## config.mk

```make
export PLATFORM = sky130hd
export DESIGN_NAME = iddt_ram
export DESIGN_NICKNAME = d
export VERILOG_FILES = /design/src/iddt_ram.sv
export SDC_FILE = /design/constraint.sdc
export NUM_CORES = 2
export LEC_CHECK = 0
export BUFFER_PORTS_ARGS = -buffer_cell sky130_fd_sc_hd__buf_2
export CORE_MARGIN = 2
export CORE_UTILIZATION = 63
export CTS_CLUSTER_SIZE = 28
export DETAILED_ROUTE_END_ITERATION = 8
export PLACE_DENSITY = 0.79
export SLEW_MARGIN = 10
export SYNTH_ARGS = -nofsm -noshare
export SYNTH_HDL_FRONTEND = slang
export SYNTH_SLANG_ARGS = --single-unit
```

## constraint.sdc

```tcl
create_clock -name clk -period 2.8 [get_ports clk]
set_input_delay 0.28 -clock clk [delete_from_list [all_inputs] [get_ports clk]]
set_output_delay 0.28 -clock clk [all_outputs]
set_load 0.05 [all_outputs]
```

## src/iddt_ram.sv

```systemverilog
// ----------------------------------------------------------------------------
// iddt_ram
// Generic single-port RAM with registered read data.
// ----------------------------------------------------------------------------
module iddt_ram #(
    parameter int WIDTH = 8,
    parameter int DEPTH = 256
) (
    input  logic                     clk,
    input  logic                     we,
    input  logic [$clog2(DEPTH)-1:0] addr,
    input  logic [WIDTH-1:0]         wdata,
    output logic [WIDTH-1:0]         rdata
);

    logic [WIDTH-1:0] mem_reg [DEPTH];
    logic [WIDTH-1:0] rdata_reg;

    // write port and registered read
    always_ff @(posedge clk)
    begin
        if (we)
        begin
            mem_reg[addr] <= wdata;
        end
        rdata_reg <= mem_reg[addr];
    end

    assign rdata = rdata_reg;

endmodule

```

==> run metrics <==
PortBufs=25; clock buffer depth=3; WP data required=3480 ps; layout cell share with drive strength beyond 1=31.3%; Adder-Cell Fraction of Synth Area=0%; Final #Nets=4,068; Largest register FFs=2,048; antenna violations before repair=11; R2R Setup Slk=-30 ps; Filler Cell Count=6,470; die height=357 um; clk_lat worst skew=830 ps; GRT Util Overall=31.7%; EDFF count, synth=2,048; Hold Path Stages=1; Hold EP=mem_reg[87][2]$_DFFE_PP_; row count=129; Routed WL per cell=33.8 um; RR Endpoint=rdata[5]$_DFF_P_; grt total ovfl=0; routed vias/inst=7.00; Seq/Total Area, Yosys=78.6%; CP max stage cell=o41ai_1; final setup fails=1; clock skew=25.6 ps; die width=357 um; Num CTS Buffers=193; WS Path Type=reg2reg; status=finished with violations; Hold Startpoint=wdata[2]; leakage=28.6 nW; asr flop ratio synth=0%; routability congestion estimate from global placement=0.874; Hold WC Path Type=in2reg; Synth area leaders=edfxtp_1 (78%), mux4_2 (15%), a22oi_1 (2.4%), nor2_1 (1.1%), a21oi_1 (0.82%); Syn Inst Count=3,547; multi-input logic area=15,800 um^2; Layout Utilization=73.1%; Post-synth top cells=edfxtp_1 (2,048), mux4_2 (512), a22oi_1 (256), nor2_1 (232), clkbuf_1 (145); register area=61,700 um^2; Slew Viols, Final=0; Unique masters post-synth=22; worst setup margin=-32.5 ps; CTS tree=done; worst-path cell chain=mux4_2 > a22oi_1 > buf_4 > a21oi_1 > o41ai_1 > buf_4 > nand4_1; syn_nets=3,565; synthesized flop and latch total=2,056; XOR/XNOR Fraction of Synth Area=0%; via count of the first global-routing pass=41.6k; Max-Cap Viols=0; Main synth FF type=edfxtp_1; largest stage delay on the critical path=960 ps; Worst Max-Slew Pin Slew=1210 ps; Power, Total=62.4 mW; Simple-Gate Fraction of Synth Area=1.73%; max_slew headroom=18.5%; synthesized area per cell=22.1 um^2; largest net degree at the start of global routing=108; total negative slack=-32.5 ps; global-route wire length before repair=287,000 um; Ports=26; main combinational cell family by area after synthesis=multiplexers; DRT iter0 DRCs=6,445; part of the cycle the worst path needs=101%; Mapped Area=78,500 um^2; r2r startpoint=mem_reg[143][5]$_DFFE_PP_; largest area contributor in the netlist=edfxtp_1; Worst-path clk slew=60 ps; H-tree depth=4; Final Hold Fails=0; WP data arrival=3510 ps; setup repair after global routing missed its margin=no; Final Critical Period=2830 ps; drt total wl=198,000 um; P&R area growth vs syn=15.2%; yosys warns=0; via count=40.9k; Startpoint Class=register; CP delay by family, top=compound AO/OA/AOI/OAI gates; Worst Path Max Fanout=1; Peak VDD IR=0.764 mV; count leader, synth=edfxtp_1; post-synthesis mux area share=14.7%; share of the synthesized area in the top cell type=78.3%; critical path's most frequent cell=buf_4; failing checks=negative setup slack; CTS root buf=clkbuf_16; Critical path buffers and inverters=2; R2R cell count=7; Worst Setup End Kind=register; Starting Density=63.5%; Total Die Area=127,000 um^2; Routed Antenna Nets=0; Cell Pwr Density=690 nW/um^2; Core Region=124,000 um^2; HPWL after DPL=115,000 um; post-synthesis compound-gate area fraction=3.62%; CTS Sinks=2,056; Fmax=0.353 GHz; DRC violations left=0; DRT Pass-1 Iters=6
[power breakdown]
group          switching [mW]  internal, mW  total [mW]
Clock                    11.1          14.2        25.3
Sequential             0.0574          33.9        34.0
Combinational            1.98          1.17        3.16
Total                    13.1          49.3        62.4
[cell type report]
| class | count | share of cell area (%) |
|---|---|---|
| Antenna cell | 1 | 0.00277 |
| Multi-Input combinational cell | 1258 | 17.5 |
| Sequential cell | 2056 | 68.2 |
| Tap cell | 1637 | 2.26 |
| Timing Repair Buffer | 540 | 5.43 |
| Clock buffer | 245 | 5.65 |
| Inverter | 1 | 0.00415 |
| Clock inverter | 104 | 1.02 |
[logic make-up (layout without fill, tap and decap cells)]
family	count (synthesis)	after routing
compound gates	416	416
buf+inv	233	890
flops	2056	2056
mux	512	512
other cells	0	1
simple gates	330	330
[worst max path at each step]
stage / from / end / slack, ps / cells past startpoint
2_1_floorplan: addr[1] / mem_reg[111][0]$_DFFE_PP_ / 300 / 9
3_3_place_gp: addr[0] / rdata[2]$_DFF_P_ / -640 / 9
3_5_place_dp: addr[0] / rdata[3]$_DFF_P_ / -700 / 9
4_1_cts: mem_reg[207][2]$_DFFE_PP_ / rdata[2]$_DFF_P_ / 8 / 6
5_1_grt: mem_reg[143][5]$_DFFE_PP_ / rdata[5]$_DFF_P_ / 20 / 7
6_report: mem_reg[143][5]$_DFFE_PP_ / rdata[5]$_DFF_P_ / -30 / 7
[cells in the final DEF (no fill, tap or decap)]
cell           Yosys  routed
clkbuf_8           0       8
clkbuf_16          0     197
clkbuf_1         145      48
or2_2              2       2
buf_8              0       2
nand4_1            8       8
inv_16             0       2
bufinv_16          0      14
mux4_2           512     512
nand2b_2           0       1
or3_1              1       1
inv_1              1       1
edfxtp_1        2048    2048
inv_6              0       8
dlygate4sd3_1      0       5
dfxtp_1            8       8
buf_12             0      65
clkinv_2           0      30
clkinvlp_4         0       3
diode_2            0       1
clkinv_1           0      45
o41ai_2            0       3
nand2_1           28      28
buf_4             16     445
nor2_1           232     231
clkinv_8           0       1
nand3_1           13      12
buf_2             36      15
nor2b_4            0       2
clkinv_16          0       1
nand2b_1           6       5
nor2b_1            7       5
nand3_2            0       1
nor2_4             0       1
and2_1             3       2
nor3_1            30      30
a21oi_1          128     128
o41ai_1           32      29
a22oi_1          256     256
and2_4             0       1
[metal layers]
layer / up-vias / global-route usage, % / part of all wire, %
li1: 16100 / - / -
met1: 21000 / 43.8 / 34
met2: 3298 / 50.1 / 49
met3: 526 / 6.95 / 12
met4: 14 / 13.5 / 4.6
met5: - / 0 / 0.045
[metrics by stage]
step                      setup slack, ps  std cells  area, um^2  hold WS, ps
after global routing                 19.9       5841       90400         90.4
after floorplan                       301       3547       78500          379
after CTS                            8.29       5841       90400         49.1
final                               -32.5       5842       90400         66.5
after detailed placement             -699       5487       84300          786
after global placement               -643       5487       84300          777
[timing repair]
| item | in CTS | in global routing |
|---|---|---|
| setup buffers | 0 | 0 |
| resized for setup | 1 | 2 |
| endpoints found under the hold margin | 116 | 0 |
| hold buffers | 5 | 0 |
| setup endpoints to repair | 1 | 2 |
No activity file was read; power rests on OpenSTA's default activity.
